--- src/rtl/core/oscillator_drift_channel_offset_assert.svh ---
// ----------------------------------------------------------------------------
// oscillator drift channel offset assertion macros
// shared concurrent assertion forms used by the controller and the datapath
// ----------------------------------------------------------------------------
`ifndef OSCILLATOR_DRIFT_CHANNEL_OFFSET_ASSERT_SVH
`define OSCILLATOR_DRIFT_CHANNEL_OFFSET_ASSERT_SVH

// consequent must hold in the same cycle as the antecedent
`define ODCO_ASSERT_NOW(lbl, clk, rst_n, ante, cons, msg) \
	lbl: assert property (@(posedge clk) disable iff (!rst_n) (ante) |-> (cons)) \
		else $error(msg);

// consequent must hold in the cycle after the antecedent
`define ODCO_ASSERT_NEXT(lbl, clk, rst_n, ante, cons, msg) \
	lbl: assert property (@(posedge clk) disable iff (!rst_n) (ante) |=> (cons)) \
		else $error(msg);

`endif

--- src/rtl/core/odco_pkg.sv ---
// ----------------------------------------------------------------------------
// odco_pkg
// shared types and constants of the oscillator drift channel offset block
// ----------------------------------------------------------------------------
package odco_pkg;

	// fixed field widths
	localparam int MEAS_W      = 26;
	localparam int OFS_W       = 27;
	localparam int CHAN_W      = 16;
	localparam int RF_W        = 30;
	localparam int LSB_W       = 24;
	localparam int CFG_AW      = 4;
	localparam int CFG_DW      = 32;
	// x256 for the q8 step and x2 for half rounding
	localparam int CHAN_SHIFT  = 9;

	localparam logic [LSB_W-1:0]  LSB_RESET = 24'd256;
	localparam logic [CHAN_W-1:0] CHAN_MAX  = 16'h7FFF;
	localparam logic [CHAN_W-1:0] CHAN_MIN  = 16'h8000;

	// item kinds
	localparam logic KIND_MEAS    = 1'b0;
	localparam logic KIND_RESTART = 1'b1;

	// register indexes
	localparam logic [1:0] REG_TRACK = 2'd0;
	localparam logic [1:0] REG_RF    = 2'd1;
	localparam logic [1:0] REG_LSB   = 2'd2;

	typedef enum logic [3:0] {
		ST_IDLE,
		ST_SUM,
		ST_SUM_END,
		ST_MAG,
		ST_MUL_NX,
		ST_MUL_DL,
		ST_MUL_MR,
		ST_DIVF_LD,
		ST_DIVF_RUN,
		ST_DIVC_LD,
		ST_DIVC_RUN,
		ST_DONE
	} odco_state_t;

	// multiplier operand selection
	typedef enum logic [1:0] {
		MUL_NX,
		MUL_DL,
		MUL_MR
	} odco_mul_t;

	// divider operand selection
	typedef enum logic {
		DIV_FREQ,
		DIV_CHAN
	} odco_div_t;

	typedef struct packed {
		logic             track;
		logic [RF_W-1:0]  rf;
		logic [LSB_W-1:0] lsb;
	} odco_cfg_t;

	typedef struct packed {
		logic      restart;
		logic      meas;
		logic      rd_en;
		logic      acc;
		logic      mag;
		logic      mul_en;
		odco_mul_t mul_op;
		logic      div_start;
		odco_div_t div_sel;
		logic      cap_freq;
		logic      cap_chan;
		logic      load_out;
	} odco_cmd_t;

	typedef struct packed {
		logic div_busy;
		logic out_free;
		logic track;
	} odco_sts_t;

endpackage

--- src/rtl/core/odco_ram.sv ---
// ----------------------------------------------------------------------------
// odco_ram
// generic single write port ram with a registered read port
// ----------------------------------------------------------------------------
module odco_ram #(
	parameter int WIDTH = 27,
	parameter int DEPTH = 8
) (
	input  logic                     clk,
	input  logic                     we,
	input  logic [$clog2(DEPTH)-1:0] waddr,
	input  logic [WIDTH-1:0]         wdata,
	input  logic                     re,
	input  logic [$clog2(DEPTH)-1:0] raddr,
	output logic [WIDTH-1:0]         rdata
);

	logic [WIDTH-1:0] mem [DEPTH];

	// write port
	always_ff @(posedge clk) begin
		if (we) begin
			mem[waddr] <= wdata;
		end
	end

	// registered read port
	always_ff @(posedge clk) begin
		if (re) begin
			rdata <= mem[raddr];
		end
	end

endmodule

--- src/rtl/core/odco_regs.sv ---
// ----------------------------------------------------------------------------
// odco_regs
// configuration register file behind the apb-style port
// ----------------------------------------------------------------------------
module odco_regs
	import odco_pkg::*;
(
	input  logic              clk,
	input  logic              arst_n,
	input  logic              psel,
	input  logic              penable,
	input  logic              pwrite,
	input  logic [CFG_AW-1:0] paddr,
	input  logic [CFG_DW-1:0] pwdata,
	output logic [CFG_DW-1:0] prdata,
	output logic              pready,
	output odco_cfg_t         cfg
);

	logic       wr_en;
	logic [1:0] idx;

	assign pready = 1'b1;
	assign wr_en  = psel && penable && pwrite;
	assign idx    = paddr[3:2];

	// register writes
	always_ff @(posedge clk or negedge arst_n) begin
		if (!arst_n) begin
			cfg.track <= 1'b0;
			cfg.rf    <= '0;
			cfg.lsb   <= LSB_RESET;
		end else if (wr_en) begin
			unique case (idx)
				REG_TRACK: cfg.track <= pwdata[0];
				REG_RF:    cfg.rf    <= pwdata[RF_W-1:0];
				REG_LSB:   cfg.lsb   <= pwdata[LSB_W-1:0];
				default: begin
				end
			endcase
		end
	end

	// read mux
	always_comb begin
		unique case (idx)
			REG_TRACK: prdata = CFG_DW'(cfg.track);
			REG_RF:    prdata = CFG_DW'(cfg.rf);
			REG_LSB:   prdata = CFG_DW'(cfg.lsb);
			default:   prdata = '0;
		endcase
	end

endmodule

--- src/rtl/core/odco_ctrl.sv ---
// ----------------------------------------------------------------------------
// odco_ctrl
// sequencer: history sweep, multiplies, divides and result hand-off
// ----------------------------------------------------------------------------
`include "oscillator_drift_channel_offset_assert.svh"

module odco_ctrl
	import odco_pkg::*;
#(
	parameter int AVG_DEPTH = 8
) (
	input  logic                             clk,
	input  logic                             arst_n,
	input  logic                             s_tvalid,
	output logic                             s_tready,
	input  logic                             kind,
	input  odco_sts_t                        sts,
	input  logic [$clog2(AVG_DEPTH+1)-1:0]   cnt,
	output logic [$clog2(AVG_DEPTH)-1:0]     rd_addr,
	output odco_cmd_t                        cmd
);

	localparam int CNT_W  = $clog2(AVG_DEPTH + 1);
	localparam int SLOT_W = $clog2(AVG_DEPTH);

	odco_state_t      state_q;
	odco_state_t      state_d;
	logic [CNT_W-1:0] rd_idx_q;
	logic             rd_vld_s1;
	logic             accept;
	logic             rd_last;

	// input is taken only between items
	assign s_tready = (state_q == ST_IDLE);
	assign accept   = s_tvalid && s_tready;
	assign rd_last  = (rd_idx_q == cnt - CNT_W'(1));
	assign rd_addr  = rd_idx_q[SLOT_W-1:0];

	// state and sweep registers
	always_ff @(posedge clk or negedge arst_n) begin
		if (!arst_n) begin
			state_q   <= ST_IDLE;
			rd_idx_q  <= '0;
			rd_vld_s1 <= 1'b0;
		end else begin
			state_q   <= state_d;
			rd_vld_s1 <= (state_q == ST_SUM);
			if (accept) begin
				rd_idx_q <= '0;
			end else if (state_q == ST_SUM) begin
				rd_idx_q <= rd_idx_q + CNT_W'(1);
			end
		end
	end

	// next state
	always_comb begin
		state_d = state_q;
		unique case (state_q)
			ST_IDLE: begin
				if (accept) begin
					state_d = (kind == KIND_RESTART) ? ST_DONE : ST_SUM;
				end
			end
			ST_SUM: begin
				if (rd_last) begin
					state_d = ST_SUM_END;
				end
			end
			ST_SUM_END:  state_d = ST_MAG;
			ST_MAG:      state_d = ST_MUL_NX;
			ST_MUL_NX:   state_d = ST_MUL_DL;
			ST_MUL_DL:   state_d = ST_MUL_MR;
			ST_MUL_MR:   state_d = ST_DIVF_LD;
			ST_DIVF_LD:  state_d = ST_DIVF_RUN;
			ST_DIVF_RUN: begin
				if (!sts.div_busy) begin
					state_d = sts.track ? ST_DIVC_LD : ST_DONE;
				end
			end
			ST_DIVC_LD:  state_d = ST_DIVC_RUN;
			ST_DIVC_RUN: begin
				if (!sts.div_busy) begin
					state_d = ST_DONE;
				end
			end
			ST_DONE: begin
				if (sts.out_free) begin
					state_d = ST_IDLE;
				end
			end
			default: state_d = ST_IDLE;
		endcase
	end

	// command outputs
	always_comb begin
		cmd         = '0;
		cmd.mul_op  = MUL_NX;
		cmd.div_sel = DIV_FREQ;
		cmd.acc     = rd_vld_s1;
		unique case (state_q)
			ST_IDLE: begin
				cmd.restart = accept && (kind == KIND_RESTART);
				cmd.meas    = accept && (kind == KIND_MEAS);
			end
			ST_SUM:     cmd.rd_en = 1'b1;
			ST_MAG:     cmd.mag   = 1'b1;
			ST_MUL_NX: begin
				cmd.mul_en = 1'b1;
				cmd.mul_op = MUL_NX;
			end
			ST_MUL_DL: begin
				cmd.mul_en = 1'b1;
				cmd.mul_op = MUL_DL;
			end
			ST_MUL_MR: begin
				cmd.mul_en = 1'b1;
				cmd.mul_op = MUL_MR;
			end
			ST_DIVF_LD: begin
				cmd.div_start = 1'b1;
				cmd.div_sel   = DIV_FREQ;
			end
			ST_DIVF_RUN: cmd.cap_freq = !sts.div_busy;
			ST_DIVC_LD: begin
				cmd.div_start = 1'b1;
				cmd.div_sel   = DIV_CHAN;
			end
			ST_DIVC_RUN: cmd.cap_chan = !sts.div_busy;
			ST_DONE:     cmd.load_out = sts.out_free;
			default: begin
			end
		endcase
	end

	// a measurement always starts the history sweep
	`ODCO_ASSERT_NEXT(a_meas_to_sum, clk, arst_n, cmd.meas, state_q == ST_SUM, "measurement did not start the sweep")
	// the sweep never reads beyond the filled entries
	`ODCO_ASSERT_NOW(a_rd_in_range, clk, arst_n, state_q == ST_SUM, rd_idx_q < cnt, "history read beyond entry count")

endmodule

--- src/rtl/core/odco_dp.sv ---
// ----------------------------------------------------------------------------
// odco_dp
// datapath: reference, history ram, sum, shared multiplier, serial divider
// ----------------------------------------------------------------------------
`include "oscillator_drift_channel_offset_assert.svh"

module odco_dp
	import odco_pkg::*;
#(
	parameter int AVG_DEPTH = 8,
	parameter int XOSC_HZ   = 16000000
) (
	input  logic                           clk,
	input  logic                           arst_n,
	input  odco_cmd_t                      cmd,
	input  odco_cfg_t                      cfg,
	input  logic [MEAS_W-1:0]              meas,
	input  logic [$clog2(AVG_DEPTH)-1:0]   rd_addr,
	output odco_sts_t                      sts,
	output logic [$clog2(AVG_DEPTH+1)-1:0] cnt,
	output logic                           out_valid,
	input  logic                           out_ready,
	output logic [CHAN_W-1:0]              out_chan,
	output logic [OFS_W-1:0]               out_freq,
	output logic                           out_isref
);

	localparam int SLOT_W = $clog2(AVG_DEPTH);
	localparam int CNT_W  = $clog2(AVG_DEPTH + 1);
	localparam int MAG_W  = MEAS_W + SLOT_W;
	localparam int SUM_W  = MAG_W + 1;
	localparam int A_W    = MAG_W + 1;
	localparam int PROD_W = A_W + RF_W;
	localparam int D_W    = A_W + LSB_W;
	localparam int DEN_W  = D_W + 1;
	localparam int NUM_W  = MAG_W + RF_W + CHAN_SHIFT + 1;
	localparam int DIV_CW = $clog2(NUM_W + 1);

	// item state
	logic [MEAS_W-1:0] ref_q;
	logic              have_ref_q;
	logic [CNT_W-1:0]  cnt_q;
	logic [SLOT_W-1:0] slot_q;

	// history ram
	logic [OFS_W-1:0]  hist_wdata;
	logic [OFS_W-1:0]  hist_rdata;

	// arithmetic
	logic signed [SUM_W-1:0] sum_q;
	logic [SUM_W-1:0]        sum_abs;
	logic [MAG_W-1:0]        mag_q;
	logic                    neg_q;
	logic [A_W-1:0]          mul_a;
	logic [RF_W-1:0]         mul_b;
	logic [LSB_W-1:0]        lsb_eff;
	logic [PROD_W-1:0]       prod_q;
	logic [D_W-1:0]          d_q;

	// divider
	logic [NUM_W-1:0]  num_q;
	logic [DEN_W-1:0]  rem_q;
	logic [DEN_W-1:0]  den_q;
	logic [DIV_CW-1:0] div_cnt_q;
	logic [DEN_W:0]    trial;
	logic [DEN_W:0]    diff;
	logic              q_bit;
	logic [NUM_W-1:0]  num_ld;
	logic [DEN_W-1:0]  den_ld;

	// result
	logic [CHAN_W-1:0] chan_q;
	logic [OFS_W-1:0]  freq_q;
	logic              isref_q;
	logic              q_ge_min;
	logic              q_ge_max;
	logic [CHAN_W-1:0] chan_val;

	logic [CHAN_W-1:0] out_chan_q;
	logic [OFS_W-1:0]  out_freq_q;
	logic              out_isref_q;
	logic              out_valid_q;

	assign cnt          = cnt_q;
	assign sts.div_busy = (div_cnt_q != '0);
	assign sts.out_free = !out_valid_q || out_ready;
	assign sts.track    = cfg.track;
	assign out_valid    = out_valid_q;
	assign out_chan     = out_chan_q;
	assign out_freq     = out_freq_q;
	assign out_isref    = out_isref_q;

	// offset written for this measurement, zero for the reference itself
	assign hist_wdata = have_ref_q ? ({1'b0, meas} - {1'b0, ref_q}) : '0;

	odco_ram #(
		.WIDTH (OFS_W),
		.DEPTH (AVG_DEPTH)
	) u_hist (
		.clk   (clk),
		.we    (cmd.meas),
		.waddr (slot_q),
		.wdata (hist_wdata),
		.re    (cmd.rd_en),
		.raddr (rd_addr),
		.rdata (hist_rdata)
	);

	// reference, fill count and write slot
	always_ff @(posedge clk or negedge arst_n) begin
		if (!arst_n) begin
			have_ref_q <= 1'b0;
			cnt_q      <= '0;
			slot_q     <= '0;
		end else if (cmd.restart) begin
			have_ref_q <= 1'b0;
			cnt_q      <= '0;
			slot_q     <= '0;
		end else if (cmd.meas) begin
			have_ref_q <= 1'b1;
			slot_q     <= (slot_q == SLOT_W'(AVG_DEPTH - 1)) ? '0 : slot_q + SLOT_W'(1);
			if (cnt_q != CNT_W'(AVG_DEPTH)) begin
				cnt_q <= cnt_q + CNT_W'(1);
			end
		end
	end

	always_ff @(posedge clk) begin
		if (cmd.meas && !have_ref_q) begin
			ref_q <= meas;
		end
	end

	// history sum and magnitude
	assign sum_abs = sum_q[SUM_W-1] ? SUM_W'(-sum_q) : SUM_W'(sum_q);

	always_ff @(posedge clk) begin
		if (cmd.meas) begin
			sum_q <= '0;
		end else if (cmd.acc) begin
			sum_q <= sum_q + {{(SUM_W-OFS_W){hist_rdata[OFS_W-1]}}, hist_rdata};
		end
		if (cmd.mag) begin
			neg_q <= sum_q[SUM_W-1];
			mag_q <= sum_abs[MAG_W-1:0];
		end
	end

	// shared multiplier: n*xosc, then that times the step, then magnitude times rf
	assign lsb_eff = (cfg.lsb == '0) ? LSB_W'(1) : cfg.lsb;

	always_comb begin
		unique case (cmd.mul_op)
			MUL_NX: begin
				mul_a = A_W'(cnt_q);
				mul_b = RF_W'(XOSC_HZ);
			end
			MUL_DL: begin
				mul_a = prod_q[A_W-1:0];
				mul_b = RF_W'(lsb_eff);
			end
			MUL_MR: begin
				mul_a = A_W'(mag_q);
				mul_b = cfg.rf;
			end
			default: begin
				mul_a = '0;
				mul_b = '0;
			end
		endcase
	end

	always_ff @(posedge clk) begin
		if (cmd.mul_en) begin
			prod_q <= PROD_W'(mul_a) * PROD_W'(mul_b);
			if (cmd.mul_op == MUL_MR) begin
				d_q <= prod_q[D_W-1:0];
			end
		end
	end

	// divider operands: round(mag/n) and round(mag*rf*256/d), both half up
	always_comb begin
		unique case (cmd.div_sel)
			DIV_FREQ: begin
				num_ld = NUM_W'({mag_q, 1'b0}) + NUM_W'(cnt_q);
				den_ld = DEN_W'({cnt_q, 1'b0});
			end
			DIV_CHAN: begin
				num_ld = NUM_W'({prod_q[MAG_W+RF_W-1:0], {CHAN_SHIFT{1'b0}}}) + NUM_W'(d_q);
				den_ld = {d_q, 1'b0};
			end
			default: begin
				num_ld = '0;
				den_ld = '0;
			end
		endcase
	end

	// restoring divider, one quotient bit per cycle, quotient shifts into num_q
	assign trial = {rem_q, num_q[NUM_W-1]};
	assign diff  = trial - {1'b0, den_q};
	assign q_bit = !diff[DEN_W];

	always_ff @(posedge clk or negedge arst_n) begin
		if (!arst_n) begin
			div_cnt_q <= '0;
		end else if (cmd.div_start) begin
			div_cnt_q <= DIV_CW'(NUM_W);
		end else if (div_cnt_q != '0) begin
			div_cnt_q <= div_cnt_q - DIV_CW'(1);
		end
	end

	always_ff @(posedge clk) begin
		if (cmd.div_start) begin
			num_q <= num_ld;
			den_q <= den_ld;
			rem_q <= '0;
		end else if (div_cnt_q != '0) begin
			num_q <= {num_q[NUM_W-2:0], q_bit};
			rem_q <= q_bit ? diff[DEN_W-1:0] : trial[DEN_W-1:0];
		end
	end

	// channel saturation: magnitude limit 32768 below, 32767 above
	assign q_ge_min = |num_q[NUM_W-1:CHAN_W-1];
	assign q_ge_max = q_ge_min || (&num_q[CHAN_W-2:0]);

	always_comb begin
		if (neg_q) begin
			chan_val = q_ge_min ? CHAN_MIN : -{1'b0, num_q[CHAN_W-2:0]};
		end else begin
			chan_val = q_ge_max ? CHAN_MAX : {1'b0, num_q[CHAN_W-2:0]};
		end
	end

	// result fields of the item in flight
	always_ff @(posedge clk) begin
		if (cmd.restart || cmd.meas) begin
			chan_q  <= '0;
			freq_q  <= '0;
			isref_q <= cmd.meas && !have_ref_q;
		end else begin
			if (cmd.cap_freq) begin
				freq_q <= neg_q ? -num_q[OFS_W-1:0] : num_q[OFS_W-1:0];
			end
			if (cmd.cap_chan) begin
				chan_q <= chan_val;
			end
		end
	end

	// output register
	always_ff @(posedge clk or negedge arst_n) begin
		if (!arst_n) begin
			out_valid_q <= 1'b0;
		end else if (cmd.load_out) begin
			out_valid_q <= 1'b1;
		end else if (out_ready) begin
			out_valid_q <= 1'b0;
		end
	end

	always_ff @(posedge clk) begin
		if (cmd.load_out) begin
			out_chan_q  <= chan_q;
			out_freq_q  <= freq_q;
			out_isref_q <= isref_q;
		end
	end

	// a reference exists exactly when the history holds an entry
	`ODCO_ASSERT_NOW(a_ref_cnt, clk, arst_n, 1'b1, have_ref_q == (cnt_q != '0), "reference flag and fill count disagree")
	// restart empties the tracker
	`ODCO_ASSERT_NEXT(a_restart_clr, clk, arst_n, cmd.restart, !have_ref_q && cnt_q == '0, "restart left state behind")
	// averaged offset always fits the result field
	`ODCO_ASSERT_NOW(a_freq_fits, clk, arst_n, cmd.cap_freq, num_q[NUM_W-1:OFS_W-1] == '0, "averaged offset overflow")

endmodule

--- src/rtl/core/oscillator_drift_channel_offset.sv ---
// a restart item goes straight to the done state; its result is loaded into the output register
// once that register is free. a measurement sweeps the filled history entries into the sum,
// takes the magnitude, runs the multiplies and the frequency divide and, when tracking is
// enabled, also the channel divide, both in the bit-serial divider; NUM_W = 66 + log2(AVG_DEPTH)
// one item in work at a time; the next item is taken while a result waits in the output register
// reset clears reference, fill count, write slot and control state; history ram is not cleared
// ----------------------------------------------------------------------------
// oscillator_drift_channel_offset
// oscillator drift tracker with moving average and radio channel offset
// ----------------------------------------------------------------------------
module oscillator_drift_channel_offset
	import odco_pkg::*;
#(
	parameter int AVG_DEPTH = 8,
	parameter int XOSC_HZ   = 16000000
) (
	input  logic              clk,
	input  logic              arst_n,
	// input stream
	input  logic              s_tvalid,
	output logic              s_tready,
	input  logic [31:0]       s_tdata,  // [25:0] measured_hz, rest zero
	input  logic              s_tuser,  // [0] kind
	// result stream
	output logic              m_tvalid,
	input  logic              m_tready,
	output logic [47:0]       m_tdata,  // [15:0] channel_offset, [42:16] frequency_offset_hz
	output logic              m_tuser,  // [0] is_reference
	// configuration port
	input  logic              psel,
	input  logic              penable,
	input  logic              pwrite,
	input  logic [CFG_AW-1:0] paddr,
	input  logic [CFG_DW-1:0] pwdata,
	output logic [CFG_DW-1:0] prdata,
	output logic              pready
);

	odco_cfg_t                      cfg;
	odco_cmd_t                      cmd;
	odco_sts_t                      sts;
	logic [$clog2(AVG_DEPTH+1)-1:0] cnt;
	logic [$clog2(AVG_DEPTH)-1:0]   rd_addr;
	logic [CHAN_W-1:0]              out_chan;
	logic [OFS_W-1:0]               out_freq;

	odco_regs u_regs (
		.clk     (clk),
		.arst_n  (arst_n),
		.psel    (psel),
		.penable (penable),
		.pwrite  (pwrite),
		.paddr   (paddr),
		.pwdata  (pwdata),
		.prdata  (prdata),
		.pready  (pready),
		.cfg     (cfg)
	);

	odco_ctrl #(
		.AVG_DEPTH (AVG_DEPTH)
	) u_ctrl (
		.clk      (clk),
		.arst_n   (arst_n),
		.s_tvalid (s_tvalid),
		.s_tready (s_tready),
		.kind     (s_tuser),
		.sts      (sts),
		.cnt      (cnt),
		.rd_addr  (rd_addr),
		.cmd      (cmd)
	);

	odco_dp #(
		.AVG_DEPTH (AVG_DEPTH),
		.XOSC_HZ   (XOSC_HZ)
	) u_dp (
		.clk       (clk),
		.arst_n    (arst_n),
		.cmd       (cmd),
		.cfg       (cfg),
		.meas      (s_tdata[MEAS_W-1:0]),
		.rd_addr   (rd_addr),
		.sts       (sts),
		.cnt       (cnt),
		.out_valid (m_tvalid),
		.out_ready (m_tready),
		.out_chan  (out_chan),
		.out_freq  (out_freq),
		.out_isref (m_tuser)
	);

	// pack the result fields
	assign m_tdata = {5'b0, out_freq, out_chan};

endmodule
--- config.mk ---
export PLATFORM = sky130hd
export DESIGN_NAME = oscillator_drift_channel_offset
export DESIGN_NICKNAME = d
export VERILOG_FILES = /design/src/rtl/core/odco_pkg.sv /design/src/rtl/core/odco_ram.sv /design/src/rtl/core/odco_regs.sv /design/src/rtl/core/odco_ctrl.sv /design/src/rtl/core/odco_dp.sv /design/src/rtl/core/oscillator_drift_channel_offset.sv
export VERILOG_INCLUDE_DIRS = /design/src /design/src/rtl/core
export SDC_FILE = /design/constraint.sdc
export NUM_CORES = 2
export LEC_CHECK = 0
export BUFFER_PORTS_ARGS = -buffer_cell sky130_fd_sc_hd__buf_2
export CORE_UTILIZATION = 45
export DETAILED_ROUTE_END_ITERATION = 10
export GPL_TIMING_DRIVEN = 1
export PLACE_DENSITY = 0.7
export REMOVE_ABC_BUFFERS = 1
export SYNTH_ARGS = -nofsm -noshare
export SYNTH_HDL_FRONTEND = slang
export SYNTH_HIERARCHICAL = 1
export SYNTH_SLANG_ARGS = --single-unit
export TNS_END_PERCENT = 100
--- constraint.sdc ---
create_clock -name clk -period 9.1 [get_ports clk]
set_input_delay 1.82 -clock clk [delete_from_list [all_inputs] [get_ports clk]]
set_output_delay 1.82 -clock clk [all_outputs]
set_load 0.02 [all_outputs]
Word-level counts from Yosys, hierarchy flattened
Memories as Yosys holds them, arrays and structs flattened. A register that Yosys moved wholly into a read port is not among the register bits.
Index checks and enable logic that the tools add are counted.
Widths: inputs -> output; s select.
{"block": "word_totals", "reg_bits": 546, "ramBits": 216, "input_bits": 76, "out_inout_bits": 84, "elab_cells": 144, "mem_count": 1}
{"memory": "u_dp.u_hist.mem", "depth": 8, "width": 27, "read_ports": 1, "rd_clocked_by_memory_dff": 1, "write_ports": 1, "line_no": "odco_ram.sv:18", "rtl": "logic [WIDTH-1:0] mem [DEPTH];"}
{"block": "classes", "addsub": 13, "multipliers": 1, "n_eq_ne": 23, "n_mux": 47, "bitwise_logic": 2, "n_reduce_logical": 31}
{"op": "$pmux 30 s3", "n": 3}
{"op": "$mux 69", "n": 2}
{"op": "$pmux 69 s2", "n": 1}
{"op": "$pmux 55 s2", "n": 1}
{"op": "$add 68x54->69", "n": 1}
{"op": "$mul 30x30->59", "n": 1}
{"op": "$sub 56x55->56", "n": 1}
{"op": "$mux 55", "n": 1}
{"op": "$mux 27", "n": 2}
{"op": "$reduce_or 54->1", "n": 1}
{"op": "$pmux 4 s12", "n": 1}
{"op": "$mux 4", "n": 11}
{"op": "$mux 16", "n": 2}
{"op": "$add 30x4->31", "n": 1}
{"op": "$add 30x30->30", "n": 1}
{"op": "$mux 29", "n": 1}
{"op": "$neg 29->29", "n": 1}
{"op": "$neg 27->27", "n": 1}
{"op": "$sub 26x26->27", "n": 1}
{"op": "$logic_not 24->1", "n": 1}
{"op": "$mux 24", "n": 1}
{"op": "$eq 4x3->1 const B", "n": 4}
{"op": "$eq 4x4->1 const B", "n": 4}
{"op": "$neg 15->16", "n": 1}
{"op": "31 further kinds", "n": 72}

Longest topological paths before layout
{"block": "logic_depth", "depth_word": 6, "mapped_depth": 39, "depth_no_buf": 34}

Cells and area by module
Netlist, hierarchy kept.
{"module": "odco_dp", "instances": 1, "cells_each": 6400, "area_each_um2": 57946.8, "seq_area_each_um2": 13082.5}
{"module": "odco_ram", "instances": 1, "cells_each": 352, "area_each_um2": 9182.6, "seq_area_each_um2": 7297.0}
{"module": "odco_regs", "instances": 1, "cells_each": 164, "area_each_um2": 2418.6, "seq_area_each_um2": 1377.6}
{"module": "odco_ctrl", "instances": 1, "cells_each": 83, "area_each_um2": 720.7, "seq_area_each_um2": 225.2}
{"module": "oscillator_drift_channel_offset", "instances": 1, "cells_each": 6, "area_each_um2": 41.3, "seq_area_each_um2": 0.0}

Worst setup path after synthesis
No wires, ideal clock.
{"block": "synth_timing", "path_kind": "register -> register", "start": "register u_ctrl.state_q[3]", "end": "register u_dp.prod_q[51], data pin", "setup_ps": 264, "arrival_ps": 8841, "required_ps": 8836, "path_slack_ps": -5, "stages_incl_launch_ff": 37, "n_path_buf": 6, "synth_period_minus_slack_ps": 9105, "cell_sequence": "dfrtp_1 -> clkbuf_1 -> nand2b_1 -> nor2_1 -> clkbuf_1 -> nor2b_1 -> clkbuf_1 -> clkbuf_1 -> a22oi_1 -> clkbuf_1 -> nor2_1 -> fa_1 -> fa_1 -> fa_1 -> inv_1 -> fa_1 -> inv_1 -> fa_1 -> inv_1 -> fa_1 -> inv_1 -> fa_1 -> inv_1 -> fa_1 -> inv_1 -> ha_1 -> clkbuf_1 -> a21o_1 -> a21o_1 -> a21oi_1 -> o22ai_1 -> nor3b_1 -> o21a_1 -> o21ai_1 -> a221o_1 -> a21boi_0 -> xnor2_1"}
{"element": "start, declared", "line_no": "odco_ctrl.sv:26", "rtl": "odco_state_t state_q;"}
{"element": "start signal, assigned", "line_no": "odco_ctrl.sv:46", "rtl": "state_q <= state_d;"}
{"element": "end signal, assigned", "line_no": "odco_dp.sv:175", "rtl": "prod_q <= PROD_W'(mul_a) * PROD_W'(mul_b);"}
{"element": "end, declared", "line_no": "odco_dp.sv:57", "rtl": "logic [PROD_W-1:0] prod_q;"}

==> summary.txt <==
GRT
  • Initial antenna violation count: 4
  • First-pass GRT wire length: 313000 um
  • GRT Total Usage: 0.258
  • Vias in the first global route: 53700
  • Largest net degree at the start of global routing: 77
  • Grt ovf: 0

Yosys
  • Register bit total from synthesis: 788
  • Async SR Flop Fraction: 0.102
  • Top-count cell post-synth: inv_1
  • Distinct cells, synth: 109
  • Syn_area_per_cell: 10.0 um^2
  • Cells after synthesis: 7005
  • Synth area leader: edfxtp_1
  • Largest cells by area after synthesis: edfxtp_1 (25%), fa_1 (22%), ha_1 (7.3%)
  • Syn Std Cell Area: 70300 um^2
  • Top_reg_cell synth: edfxtp_1
  • Yosys top cell area share: 0.248
  • Post-synth EDFFs: 580
  • Seq/Total Area, Yosys: 0.313
  • Ys Warns: 6
  • Most instantiated cells after synthesis: inv_1 (1011), fa_1 (784), nand2_1 (761), nor2_1 (729), edfxtp_1 (580)

Run status
  • Status: finished clean

Detailed routing
  • Total Routed Length: 204000 um
  • DR vias/cell: 5.62
  • ANT nets after route: 0
  • # DRC: 0
  • WL/cell: 21.6 um
  • Vias after detailed routing: 53000
  • Initial DRC Count: 4411
  • Pre-antenna DRT Iters: 5

Worst setup path
  • Crit path max fanout: 8
  • Cell mode on critical path: fa_1
  • Startpoint types: flip-flop
  • Critical-path top delay cell: fa_2
  • Crit. End Element: flip-flop
  • CP Class: flip-flop to flip-flop
  • CP required: 9.56 ns
  • CP delay by family, top: adder cells
  • Reg-to-reg slack, setup: 0.19 ns
  • CP bufs+invs: 9
  • Arrival @ worst endpoint: 9.36 ns
  • Slowest stage delay, CP: 0.59 ns

STA
  • Clock skew: 0.0552 ns
  • Least-Margin Pin Slew: 1.29 ns
  • Final max-slew violation count: 0
  • Post-layout minimum cycle time: 8.91 ns
  • Final Hold Fails: 0
  • Highest Clock Rate: 0.112 GHz
  • Worst slew margin: 0.135
  • Setup WS post-layout: 0.194 ns
  • # setup viols final: 0
  • TNS Setup: 0 ns
  • Period utilization: 0.979

Floorplan
  • Core Rows: 144
  • Initial core utilization: 0.455
  • Num ports: 160
  • Die ar.: 158000 um^2
  • Die width: 397 um
  • Die height: 397 um
  • Core ar.: 155000 um^2

Clock network
  • Post-CTS Hold Fix Bufs: 0
  • CTS max path bufs: 3
  • CTS Buf Count: 86
  • Root Buffer: clkbuf_16
  • Clk sinks: 788
  • Htree depth: 3
  • Clock transition at path regs: 0.06 ns
  • TritonCTS clock tree: yes
  • Clk_lat worst skew: 0.71 ns

Placement
  • Final Wtd Congestion: 0.959
  • DP Worst Slack: 0.0383 ns
  • PortBufs: 141
  • HPWL Detailed: 158000 um

Pwr
  • Total Power: 24.5 mW
  • Leak Pwr: 34.7 nW
  • VDD IR max: 0.251 mV
  • PD cells: 308 nW/um^2

Cells and area
  • Ant diodes: 0
  • Final net count: 8587
  • Area delta synth->final: 13.1%
  • Layout cells sized above 1: 0.128
  • Fillers: 13800

Flow run
  • Max cap viols: 0

Min path
  • Hold Path Class: flip-flop to flip-flop
==> worst register-to-register path: cells and delay by family (launching register included) <==
kind / cells / cell delay (ns)
AO/OA/AOI/OAI: 6 / 1.32
AND/OR/NAND/NOR: 8 / 1.28
flip-flops: 1 / 0.43
buffers and inverters: 9 / 1.23
XOR/XNOR: 1 / 0.15
adder cells (fa/ha/maj): 9 / 4.23
==> worst paths after layout <==
| kind | from | end | cells past startpoint |
|---|---|---|---|
| max in group asynchronous | arst_n | u_ctrl/rd_idx_q[2]$_DFFE_PN0P_ | 2 |
| min in group asynchronous | arst_n | u_dp/div_cnt_q[6]$_DFFE_PN0P_ | 1 |
| max | u_ctrl/state_q[1]$_DFFE_PN0P_ | u_dp/prod_q[55]$_DFFE_PP_ | 33 |
| min reg2reg | u_dp/chan_q[12]$_SDFFE_PP0P_ | u_dp/out_chan[12]$_DFFE_PP_ | 0 |
| min | u_dp/chan_q[12]$_SDFFE_PP0P_ | u_dp/out_chan[12]$_DFFE_PP_ | 0 |
| max reg2reg | u_ctrl/state_q[1]$_DFFE_PN0P_ | u_dp/prod_q[55]$_DFFE_PP_ | 33 |
==> cells in the final DEF (no fill, tap or decap), drive strengths merged, types with 164 or more instances in the layout <==
cell type,synthesis,routed
fa,784,784
buf,70,563
a21oi,290,290
nand2,769,769
inv,1013,1019
edfxtp,580,580
o21ai,198,198
nor2,729,729
xnor2,164,164
ha,409,409
==> report_power, final <==
part / switching [mW] / internal, mW
registers: 0.960 / 5.22
clock network: 1.57 / 2.04
logic: 8.54 / 6.14
total: 11.1 / 13.4
==> cells by family (layout without fill, tap and decap cells) <==
family / Yosys count / count (layout) / share of synthesized area
buffers and inverters: 1367 / 1745 / 0.0760
multiplexers: 184 / 184 / 0.0404
AO/OA/AOI/OAI: 1149 / 1149 / 0.111
AND/OR/NAND/NOR: 2062 / 2062 / 0.131
adder cells (fa/ha/maj): 1193 / 1193 / 0.296
XOR/XNOR: 257 / 257 / 0.0321
other: 5 / 13 / 0.000267
flip-flops: 788 / 788 / 0.313
==> layer usage <==
metal | routed length [um] | part of all wire | GRT usage
met1 | 85800 | 0.42 | 0.353
met3 | 19300 | 0.094 | 0.0511
met5 | 12 | 0.000059 | 0
met4 | 8150 | 0.040 | 0.0953
met2 | 90900 | 0.45 | 0.405
==> layout make-up <==
| type | count | area, um^2 | area share |
|---|---|---|---|
| Clock buffer | 103 | 2260 | 0.0284 |
| Clock inverter | 58 | 707 | 0.00889 |
| Inverter | 1016 | 3820 | 0.0480 |
| Multi-Input combinational cell | 4858 | 43400 | 0.546 |
| Sequential cell | 788 | 22000 | 0.276 |
| Tap cell | 2044 | 2560 | 0.0321 |
| Timing Repair Buffer | 568 | 4810 | 0.0605 |
==> stage by stage <==
step / cells / instance area [um^2] / utilization / hold slack [ns]
2_1_floorplan: 6662 / 68800 / - / 0.400
3_3_place_gp: 9249 / 76000 / 0.491 / 0.412
3_5_place_dp: 9249 / 76000 / 0.491 / 0.406
4_1_cts: 9410 / 78900 / 0.511 / 0.416
5_1_grt: 9435 / 79600 / 0.515 / 0.420
6_report: 9435 / 79600 / 0.515 / 0.417
==> repair_timing <==
item	in CTS	in global routing
setup endpoints to repair	1	20
gates resized for setup	1	85
setup buffers	0	19
cloned	0	6
pin swaps	0	29
==> registers in the layout, indices dropped and copies added (netlist names), 3 cells and up <==
signal	cells
u_dp/rem_q	55
u_dp/sum_q	30
u_dp/freq_q	27
u_dp/num_q	69
u_dp/slot_q	3
u_dp/mag_q	29
u_dp/u_hist/mem	216
u_ctrl/rd_idx_q	4
u_dp/div_cnt_q	7
u_dp/out_freq	27
u_dp/u_hist/rdata	27
u_dp/cnt	4
u_dp/den_q	54
u_ctrl/state_q	4
u_dp/prod_q	59
u_dp/chan_q	16
u_dp/d_q	54
u_regs/cfg	55
u_dp/out_chan	16
u_dp/ref_q	26
No activity file was read; power rests on OpenSTA's default activity.
